===== src/design/upd_pkg.sv =====
package upd_pkg;

  localparam int COUNT_WIDTH = 16;
  localparam int CAP_W       = 16;
  localparam int LEN_W       = 16;
  localparam int CHAR_W      = 8;
  localparam int CFG_IDX_W   = 1;
  localparam int CMP_W       = ((COUNT_WIDTH > CAP_W) ? COUNT_WIDTH : CAP_W) + 1;

  localparam logic [CAP_W-1:0]       CAPACITY_RESET = CAP_W'(256);
  localparam logic [COUNT_WIDTH-1:0] COUNT_LIMIT    = {COUNT_WIDTH{1'b1}};

  // configuration register indexes
  localparam logic [CFG_IDX_W-1:0] REG_PLUS_MEANS_SPACE = 1'd0;
  localparam logic [CFG_IDX_W-1:0] REG_CAPACITY         = 1'd1;

  // result kinds
  localparam logic KIND_DATA = 1'b0;
  localparam logic KIND_END  = 1'b1;

  localparam logic [CHAR_W-1:0] CH_PERCENT = 8'h25;
  localparam logic [CHAR_W-1:0] CH_PLUS    = 8'h2b;
  localparam logic [CHAR_W-1:0] CH_SPACE   = 8'h20;
  localparam logic [CHAR_W-1:0] CH_DEL     = 8'h7f;

  typedef enum logic [1:0] {
    PH_NONE = 2'd0,
    PH_HIGH = 2'd1,
    PH_LOW  = 2'd2
  } phase_t;

  typedef struct packed {
    phase_t                 phase;
    logic [3:0]             high_nibble;
    logic [COUNT_WIDTH-1:0] count;
    logic                   err;
  } dec_state_t;

  typedef struct packed {
    logic              kind;
    logic [CHAR_W-1:0] char_out;
    logic [LEN_W-1:0]  out_length;
    logic              failed;
    logic              run_last;
  } result_t;

  typedef struct packed {
    logic [1:0] num;
    result_t    first;
    result_t    second;
  } step_out_t;

  typedef struct packed {
    logic       ok;
    logic [3:0] value;
  } hex_t;

  function automatic hex_t hex_digit(input logic [CHAR_W-1:0] c);
    hex_t h;
    h.ok    = 1'b1;
    h.value = 4'd0;
    if (c >= 8'h30 && c <= 8'h39) begin
      h.value = c[3:0];
    end else if ((c >= 8'h61 && c <= 8'h66) || (c >= 8'h41 && c <= 8'h46)) begin
      h.value = c[3:0] + 4'd9;
    end else begin
      h.ok = 1'b0;
    end
    return h;
  endfunction

  function automatic logic is_control(input logic [CHAR_W-1:0] b);
    return (b < CH_SPACE) || (b == CH_DEL);
  endfunction

endpackage


===== src/design/upd_in_if.sv =====
interface upd_in_if;
  logic       valid;
  logic       ready;
  logic       has_byte;
  logic [7:0] char_in;
  logic       end_of_string;

  modport source (output valid, has_byte, char_in, end_of_string, input ready);
  modport sink   (input valid, has_byte, char_in, end_of_string, output ready);
endinterface


===== src/design/upd_out_if.sv =====
interface upd_out_if;
  logic        valid;
  logic        ready;
  logic        kind;
  logic [7:0]  char_out;
  logic [15:0] out_length;
  logic        failed;
  logic        run_last;

  modport source (output valid, kind, char_out, out_length, failed, run_last,
                  input ready);
  modport sink   (input valid, kind, char_out, out_length, failed, run_last,
                  output ready);
endinterface


===== src/design/upd_step.sv =====
module upd_step (
  input  upd_pkg::dec_state_t              st,
  input  logic                             plus_means_space,
  input  logic [upd_pkg::CAP_W-1:0]        capacity,
  input  logic                             has_byte,
  input  logic [upd_pkg::CHAR_W-1:0]       char_in,
  input  logic                             end_of_string,
  output upd_pkg::dec_state_t              st_next,
  output upd_pkg::step_out_t               res
);
  import upd_pkg::*;

  dec_state_t        nx;
  hex_t              hd;
  logic              emit_req;
  logic [CHAR_W-1:0] emit_b;
  logic [CHAR_W-1:0] esc_b;
  logic [CMP_W-1:0]  cap_wide;
  logic [CMP_W-1:0]  cnt_plus;
  logic              full;
  logic              data_ok;
  result_t           data_r;
  result_t           end_r;

  always_comb begin
    nx       = st;
    emit_req = 1'b0;
    emit_b   = '0;
    hd       = hex_digit(char_in);
    esc_b    = {st.high_nibble, hd.value};
    cap_wide = CMP_W'(capacity);
    cnt_plus = CMP_W'(st.count) + CMP_W'(1);
    data_ok  = 1'b0;

    if (has_byte && !st.err) begin
      unique case (st.phase)
        PH_HIGH: begin
          if (!hd.ok) begin
            nx.err   = 1'b1;
            nx.phase = PH_NONE;
          end else begin
            nx.high_nibble = hd.value;
            nx.phase       = PH_LOW;
          end
        end
        PH_LOW: begin
          nx.phase = PH_NONE;
          if (!hd.ok || is_control(esc_b)) begin
            nx.err = 1'b1;
          end else begin
            emit_req = 1'b1;
            emit_b   = esc_b;
          end
        end
        default: begin
          nx.phase = PH_NONE;
          if (char_in == CH_PERCENT) begin
            nx.phase = PH_HIGH;
          end else if (plus_means_space && char_in == CH_PLUS) begin
            emit_req = 1'b1;
            emit_b   = CH_SPACE;
          end else if (is_control(char_in)) begin
            nx.err = 1'b1;
          end else begin
            emit_req = 1'b1;
            emit_b   = char_in;
          end
        end
      endcase
    end

    // keep one place for the terminator; saturating counter counts as full
    full = (cnt_plus >= cap_wide) || (st.count == COUNT_LIMIT);
    if (emit_req) begin
      if (full) begin
        nx.err = 1'b1;
      end else begin
        nx.count = st.count + COUNT_WIDTH'(1);
        data_ok  = 1'b1;
      end
    end

    data_r.kind       = KIND_DATA;
    data_r.char_out   = emit_b;
    data_r.out_length = LEN_W'(nx.count);
    data_r.failed     = 1'b0;
    data_r.run_last   = !end_of_string;

    end_r.kind       = KIND_END;
    end_r.char_out   = '0;
    end_r.out_length = LEN_W'(nx.count);
    end_r.failed     = nx.err || (nx.phase != PH_NONE) ||
                       (CMP_W'(nx.count) >= cap_wide);
    end_r.run_last   = 1'b1;

    if (end_of_string) begin
      nx.phase       = PH_NONE;
      nx.high_nibble = 4'd0;
      nx.count       = '0;
      nx.err         = 1'b0;
    end

    res.num    = 2'(data_ok) + 2'(end_of_string);
    res.first  = data_ok ? data_r : end_r;
    res.second = end_r;
    st_next    = nx;
  end

endmodule


===== src/design/url_percent_decoder.sv =====
// Channel  | Dir | Carries
// ---------+-----+--------------------------------------------------------
// enc      | in  | has_byte, char_in, end_of_string (one encoded request)
// dec      | out | kind, char_out, out_length, failed, run_last
// cfg      | in  | cfg_we, cfg_index, cfg_data (plus_means_space, capacity)
//
// One request is taken per cycle while enc.ready is high. Each request is
// decoded in the cycle it is accepted and yields zero, one or two results,
// which go into a four-entry result queue; the queue head drives dec. A
// request that makes both a data byte and the end summary puts two entries
// into the queue. enc.ready drops while fewer than two queue places are free.
// Synchronous reset clears the decoder state, the queue and the registers
// (plus_means_space = 0, capacity = 256).
module url_percent_decoder (
  input  logic                          clk,
  input  logic                          rst,
  upd_in_if.sink                        enc,
  upd_out_if.source                     dec,
  input  logic                          cfg_we,
  input  logic [upd_pkg::CFG_IDX_W-1:0] cfg_index,
  input  logic [upd_pkg::CAP_W-1:0]     cfg_data
);
  import upd_pkg::*;

  localparam int QDEPTH = 4;
  localparam int QPTR_W = $clog2(QDEPTH);

  logic              plus_means_space;
  logic [CAP_W-1:0]  capacity;
  dec_state_t        st;
  dec_state_t        st_next;
  step_out_t         res;

  result_t           queue [QDEPTH];
  logic [QPTR_W-1:0] wr_ptr;
  logic [QPTR_W-1:0] rd_ptr;
  logic [QPTR_W:0]   fill;
  logic [QPTR_W:0]   fill_next;
  logic              take;
  logic              give;

  // Decode one request against the current string state.
  upd_step u_step (
    .st               (st),
    .plus_means_space (plus_means_space),
    .capacity         (capacity),
    .has_byte         (enc.has_byte),
    .char_in          (enc.char_in),
    .end_of_string    (enc.end_of_string),
    .st_next          (st_next),
    .res              (res)
  );

  // Accept only while two result places are free.
  assign enc.ready = (fill <= (QPTR_W+1)'(QDEPTH - 2));
  assign take      = enc.valid && enc.ready;
  assign give      = dec.valid && dec.ready;

  assign dec.valid      = (fill != '0);
  assign dec.kind       = queue[rd_ptr].kind;
  assign dec.char_out   = queue[rd_ptr].char_out;
  assign dec.out_length = queue[rd_ptr].out_length;
  assign dec.failed     = queue[rd_ptr].failed;
  assign dec.run_last   = queue[rd_ptr].run_last;

  always_comb begin
    fill_next = fill;
    if (take) begin
      fill_next = fill_next + (QPTR_W+1)'(res.num);
    end
    if (give) begin
      fill_next = fill_next - (QPTR_W+1)'(1);
    end
  end

  // Configuration registers: the user must write them only while idle; the block does not enforce it.
  always_ff @(posedge clk) begin
    if (rst) begin
      plus_means_space <= 1'b0;
      capacity         <= CAPACITY_RESET;
    end else if (cfg_we) begin
      unique case (cfg_index)
        REG_PLUS_MEANS_SPACE: plus_means_space <= cfg_data[0];
        REG_CAPACITY:         capacity         <= cfg_data;
        default: ;
      endcase
    end
  end

  // Advance string state on each accepted request.
  always_ff @(posedge clk) begin
    if (rst) begin
      st.phase       <= PH_NONE;
      st.high_nibble <= 4'd0;
      st.count       <= '0;
      st.err         <= 1'b0;
    end else if (take) begin
      st <= st_next;
    end
  end

  // Result queue control.
  always_ff @(posedge clk) begin
    if (rst) begin
      wr_ptr <= '0;
      rd_ptr <= '0;
      fill   <= '0;
    end else begin
      fill <= fill_next;
      if (take) begin
        wr_ptr <= wr_ptr + QPTR_W'(res.num);
      end
      if (give) begin
        rd_ptr <= rd_ptr + QPTR_W'(1);
      end
    end
  end

  // Result payload: push up to two entries, no reset needed.
  always_ff @(posedge clk) begin
    if (take && res.num != 2'd0) begin
      queue[wr_ptr] <= res.first;
    end
    if (take && res.num == 2'd2) begin
      queue[wr_ptr + QPTR_W'(1)] <= res.second;
    end
  end

endmodule


===== src/flat_wrapper.sv =====
// flat-port wrapper written by rule: the top's interface ports become plain ports
module url_percent_decoder_flat import upd_pkg::*;
  (clk, rst, cfg_we, cfg_index, cfg_data, enc_valid, enc_has_byte, enc_char_in, enc_end_of_string, enc_ready, dec_valid, dec_kind, dec_char_out, dec_out_length, dec_failed, dec_run_last, dec_ready);
  upd_in_if enc_i ();
  upd_out_if dec_i ();
  input  logic clk;
  input  logic rst;
  input  logic cfg_we;
  input  logic [upd_pkg::CFG_IDX_W-1:0] cfg_index;
  input  logic [upd_pkg::CAP_W-1:0] cfg_data;
  input wire logic [$bits(enc_i.valid)-1:0] enc_valid;
  input wire logic [$bits(enc_i.has_byte)-1:0] enc_has_byte;
  input wire logic [$bits(enc_i.char_in)-1:0] enc_char_in;
  input wire logic [$bits(enc_i.end_of_string)-1:0] enc_end_of_string;
  output wire logic [$bits(enc_i.ready)-1:0] enc_ready;
  output wire logic [$bits(dec_i.valid)-1:0] dec_valid;
  output wire logic [$bits(dec_i.kind)-1:0] dec_kind;
  output wire logic [$bits(dec_i.char_out)-1:0] dec_char_out;
  output wire logic [$bits(dec_i.out_length)-1:0] dec_out_length;
  output wire logic [$bits(dec_i.failed)-1:0] dec_failed;
  output wire logic [$bits(dec_i.run_last)-1:0] dec_run_last;
  input wire logic [$bits(dec_i.ready)-1:0] dec_ready;
  assign enc_i.valid = enc_valid;
  assign enc_i.has_byte = enc_has_byte;
  assign enc_i.char_in = enc_char_in;
  assign enc_i.end_of_string = enc_end_of_string;
  assign enc_ready = enc_i.ready;
  assign dec_valid = dec_i.valid;
  assign dec_kind = dec_i.kind;
  assign dec_char_out = dec_i.char_out;
  assign dec_out_length = dec_i.out_length;
  assign dec_failed = dec_i.failed;
  assign dec_run_last = dec_i.run_last;
  assign dec_i.ready = dec_ready;
  url_percent_decoder u_core (.clk(clk), .rst(rst), .enc(enc_i), .dec(dec_i), .cfg_we(cfg_we), .cfg_index(cfg_index), .cfg_data(cfg_data));
endmodule

===== config.mk =====
export PLATFORM = sky130hd
export DESIGN_NAME = url_percent_decoder_flat
export DESIGN_NICKNAME = d
export VERILOG_FILES = /design/src/design/upd_pkg.sv /design/src/design/upd_in_if.sv /design/src/design/upd_out_if.sv /design/src/design/upd_step.sv /design/src/design/url_percent_decoder.sv /design/src/flat_wrapper.sv
export SDC_FILE = /design/constraint.sdc
export NUM_CORES = 1
export LEC_CHECK = 0
export BUFFER_PORTS_ARGS = -buffer_cell sky130_fd_sc_hd__buf_4
export CAP_MARGIN = 30
export CORE_MARGIN = 2
export CORE_UTILIZATION = 60
export DETAILED_ROUTE_END_ITERATION = 10
export GPL_TIMING_DRIVEN = 0
export PLACE_DENSITY = 0.87
export REMOVE_ABC_BUFFERS = 1
export SYNTH_ARGS = -nofsm -noshare
export SYNTH_HDL_FRONTEND = slang
export SYNTH_SLANG_ARGS = --single-unit

===== constraint.sdc =====
create_clock -name clk -period 13.4 [get_ports clk]
set_input_delay 0.67 -clock clk [delete_from_list [all_inputs] [get_ports clk]]
set_output_delay 0.67 -clock clk [all_outputs]
set_load 0.02 [all_outputs]

======== Yosys cells after proc, flatten, opt, wreduce, memory -nomap -nowiden ========
Memory sizes are Yosys's and may differ from the RTL's. A register that Yosys moved wholly into a read port is not among the register bits.
Cells that the tools add are included.
cells by class
  add/sub/neg operators ................... 9
  $lt $le $gt $ge ......................... 11
  equal/unequal tests ..................... 8
  mux-type cells .......................... 44
  bitwise operators ....................... 1
  reduce and logical (&&, ||, !) cells .... 28
operator list
  cell                     count
  $mux W8                  5
  $mux W27                 1
  $mux W23                 1
  $mux W1                  21
  $add A16 B1 Y17 const B  1
  $ge A17 B16 Y1           1
  $mux W17                 1
  $add A16 B1 Y16 const B  1
  $eq A16 B16 Y1 const B   1
  $eq A8 B6 Y1 const B     2
  $eq A8 B7 Y1 const B     2
  $ge A16 B16 Y1           1
  $ge A8 B7 Y1 const B     2
  $le A8 B7 Y1 const B     2
  $lt A8 B6 Y1 const B     2
  $mux W16                 1
  $mux W4                  4
  $pmux W8 S2              1
  $reduce_bool A2 Y1       5
  $logic_and A1 B1 Y1      9
  $ge A8 B6 Y1 const B     1
  $le A8 B6 Y1 const B     1
  $logic_or A1 B1 Y1       7
  $mux W2                  3
  other kinds (18)         25
word-level totals
  flip-flop bits (word level) ............. 47
  bits in writable memories ............... 108
  logic and storage cells ................. 111
  memories ................................ 1
memories
  name          words  bits a word  read ports  clocked after memory_dff  wr ports  RTL line                   source
  u_core.queue  4      27           1           1                         2         url_percent_decoder.sv:34  result_t queue [QDEPTH];

======== Logic depth before layout (Yosys ltp) ========
  word-level depth ........................ 17
  mapped depth ............................ 26
  gate-level depth less buffers ........... 23

======== Modules after synthesis ========
A second synthesis with hierarchy kept.
second synthesis, totals
  cells, all modules ...................... 860
  area, all modules ....................... 9696.8 um^2
modules (own cells, without submodules)
  module               instances  cells an instance  area an instance (um^2)
  url_percent_decoder  1          507                7241.9
  upd_step             1          353                2454.9

======== Least setup slack after synthesis ========
Ideal clock, no wire load.
  kind .................................... reg-to-reg
  start ................................... register u_core.st[1] (netlist name)
  end ..................................... memory u_core.queue[0][1] (netlist bit) (data pin)
  setup time .............................. 0.281 ns
  arrival time ............................ 5.905 ns
  required time ........................... 13.119 ns
  path slack .............................. 7.214 ns
  cell stages (with the launch flop) ...... 26
  cells stage by stage .................... dfxtp_1 > ha_1 > and3_1 > clkbuf_1 > nand4_1 > nor2_1 > and3_1 > nand3_1 > xnor2_1 > ha_1 > a211oi_1 > nand4_1 > o21ai_0 > and3_1 > clkbuf_1 > buf_1 > nand3_1 > and2_1 > ha_1 > nand2b_1 > a2111oi_0 > nor3_1 > a2111oi_0 > o41ai_1 > nor3_1 > a22oi_1
RTL lines
  item              RTL line
  end: declaration  url_percent_decoder.sv:34

==> flow_metrics.tcl <==
set metrics [dict create \
    place_area_um2 10300 \
    finalNonFillerCells 1265 \
    grt_pass1_vias 7875 \
    grt_usage_pct 30.2 \
    port_buffers 60 \
    clk_pin_slew_ns 0.07 \
    place.gp.congestion 0.945 \
    postSynthAreaPerCell_um2 9.32 \
    synth.distinct_cells 76 \
    cts_buffers 17 \
    cts_resized 0 \
    slew_headroom_pct 34.7 \
    core_um2 15800 \
    antenna_found_initial 0 \
    cp.arrival_ns 8.50 \
    die_y_um 130 \
    cts_hold_buffers 0 \
    cellLeakagePower_nw 4.05 \
    first_pass_iters 5 \
    synth_ff_type "dfxtp_1" \
    pre_cts_ws_ns 5.48 \
    root_buffer "clkbuf_16" \
    clk_latency_ns 0.44 \
    crit_path_start_kind "flop" \
    ir_worst_vdd_mv 0.116 \
    top_level_ports 61 \
    via_per_inst 6.59 \
    initial_core_util_pct 60.8 \
    drv_cap 0 \
    areaGrowthSynthToFinish_pct 12.7 \
    grt.overflow.total 0 \
    cts_sinks 157 \
    drt_iter0_drc 996 \
    end_kind "flop" \
    layout_commonest_cell "nand2_1" \
    drive_gt1_share_pct 16.9 \
    hold_class "flop to flop" \
    fin_util_pct 68.6 \
    place.detailed.hpwl_um 16900 \
    h-tree-depth 4 \
    dieArea_um2 17000 \
    grt_max_degree 60 \
    grt_pass1_wl_um 39800 \
    wirelength_um 25100 \
    drc 0 \
    tns_ns 0 \
    yosys_warnings 0 \
    crit_type "flop to flop" \
    finalCritPeriodShare_pct 61.4 \
    layout_min_cycle_time_ns 8.23 \
    finalPower_mw 1.59 \
    whs_ns 0.456 \
    layout_common_cells "nand2_1, dfxtp_1, nor2_1" \
    rsz0062_at_grt "no" \
    hold_viol 0 \
    final_nets 1113 \
    cts_tree "built" \
    netlist_instances 1030 \
    worstPathRequired_ns 13.68 \
    fin_ws_ns 5.17 \
    fmax_ghz 0.122 \
    ant_nets 0 \
    die_width_um 130 \
    finalSetupViolCount 0 \
    antennaDiodeCount 0 \
    slew_violations 0 \
    synth_seq_area_share_pct 39.8 \
    tightest_slew_ns 0.980 \
    rows 46 \
    dp.cells 1233 \
    stdcell_area_um2 10800 \
    via_count 8339 \
    synth_edf_count 68 \
    wire_per_inst_um 19.8 \
    power_density_nw_per_um2 147 \
    critPathMaxFanout 23 \
    syn_area_um2 9600 \
    async_flop_share_pct 0 \
    status "complete, no violations" \
    max-clock-path-buffers 2 \
    finClkSkew_ns 0.00843 \
    cts_post_setup_buffers_inserted 0 \
    synth.ff_latch_count 157 \
]
==> cell usage after synthesis (11+ instances only) <==
master | count | area share (%)
a21oi_1 | 55 | 2.9
a31oi_1 | 21 | 1.4
a32o_1 | 18 | 1.9
and3_1 | 13 | 0.85
buf_2 | 11 | 0.57
clkbuf_1 | 67 | 2.6
dfxtp_1 | 89 | 19
edfxtp_1 | 68 | 21
ha_1 | 44 | 5.7
inv_1 | 35 | 1.4
mux2i_1 | 26 | 2.7
mux4_2 | 27 | 6.3
nand2_1 | 142 | 5.6
nand2b_1 | 13 | 0.85
nand3_1 | 28 | 1.5
nand4_1 | 56 | 3.7
nor2_1 | 77 | 3.0
nor3_1 | 12 | 0.63
o21ai_0 | 14 | 0.73
o21ai_1 | 43 | 2.2
o311ai_1 | 14 | 1.3
xnor2_1 | 18 | 1.6
xor2_1 | 14 | 1.3
==> where the power goes <==
part / internal (mW) / switching [mW] / total (mW) / leakage (nW)
combinational: 0.218 / 0.287 / 0.505 / 2.39
clock: 0.256 / 0.208 / 0.464 / 0.281
sequential: 0.568 / 0.0486 / 0.617 / 1.37
==> registers in the layout, summed over array words and instances (netlist names), named ones only <==
register and flops:
u_core.queue 108, u_core.fill 3, u_core.capacity 16, u_core.plus_means_space 1, u_core.wr_ptr 2, u_core.st 23
u_core.rd_ptr 2
==> cell type report <==
class | count | area, µm²
multi-input cells | 750 | 5300
fillers | 1171 | 4950
flip-flops and latches | 157 | 3830
repair buffers | 74 | 721
clock buffers | 19 | 464
well taps | 216 | 270
inverters | 36 | 135
clock inverters | 13 | 101
==> cells by family (layout without fill, tap and decap cells) <==
| group | Yosys count | after routing | share of synthesized area [%] |
|---|---|---|---|
| AOI/OAI and AO/OA | 211 | 211 | 14.6 |
| xor gates and xnor gates | 32 | 32 | 2.92 |
| adders and majority gates | 45 | 45 | 5.95 |
| buffers and inverters | 123 | 142 | 5.24 |
| DFF | 157 | 157 | 39.8 |
| muxes | 54 | 54 | 9.17 |
| and+or+nand+nor | 408 | 408 | 22.3 |
==> critical path: stages (launching register included) <==
cell and delay, ns:
dfxtp_1 0.49, ha_1 0.35, and3_1 0.32, nand4_1 0.32, nor2_1 0.57, and3_1 0.34, nand3_1 0.22, xnor2_1 0.22
ha_1 0.34, a211oi_1 0.37, nand4_1 0.12, o21ai_0 0.29, nand3_2 0.50, nor2_2 0.95, ha_1 0.54, nor2b_1 0.41
o21ai_2 0.30, buf_8 0.25, inv_1 0.62, buf_16 0.24, nand2_1 0.07, mux2i_1 0.18
==> path summary, 6_finish.rpt <==
kind | startpoint | to | slack (ns) | cells after the start
worst max-delay path | u_core.st[1]$_SDFFE_PP0P_ | u_core.queue[1][9]$_DFFE_PP_ | 5.17 | 21
worst min-delay path | u_core.queue[2][20]$_SDFFE_PP0P_ | u_core.queue[2][20]$_SDFFE_PP0P_ | 0.46 | 2
worst max register to register | u_core.st[1]$_SDFFE_PP0P_ | u_core.queue[1][9]$_DFFE_PP_ | 5.17 | 21
worst min register to register | u_core.queue[2][20]$_SDFFE_PP0P_ | u_core.queue[2][20]$_SDFFE_PP0P_ | 0.46 | 2
==> metal layers <==
layer,track usage (%),routed length [µm],vias up
met5,0,0,-
met4,14.8,1060,0
met3,4.40,2270,88
met2,48.6,11900,484
met1,40.5,9890,3952
li1,-,-,3815
No activity file was read; power rests on OpenSTA's default activity.
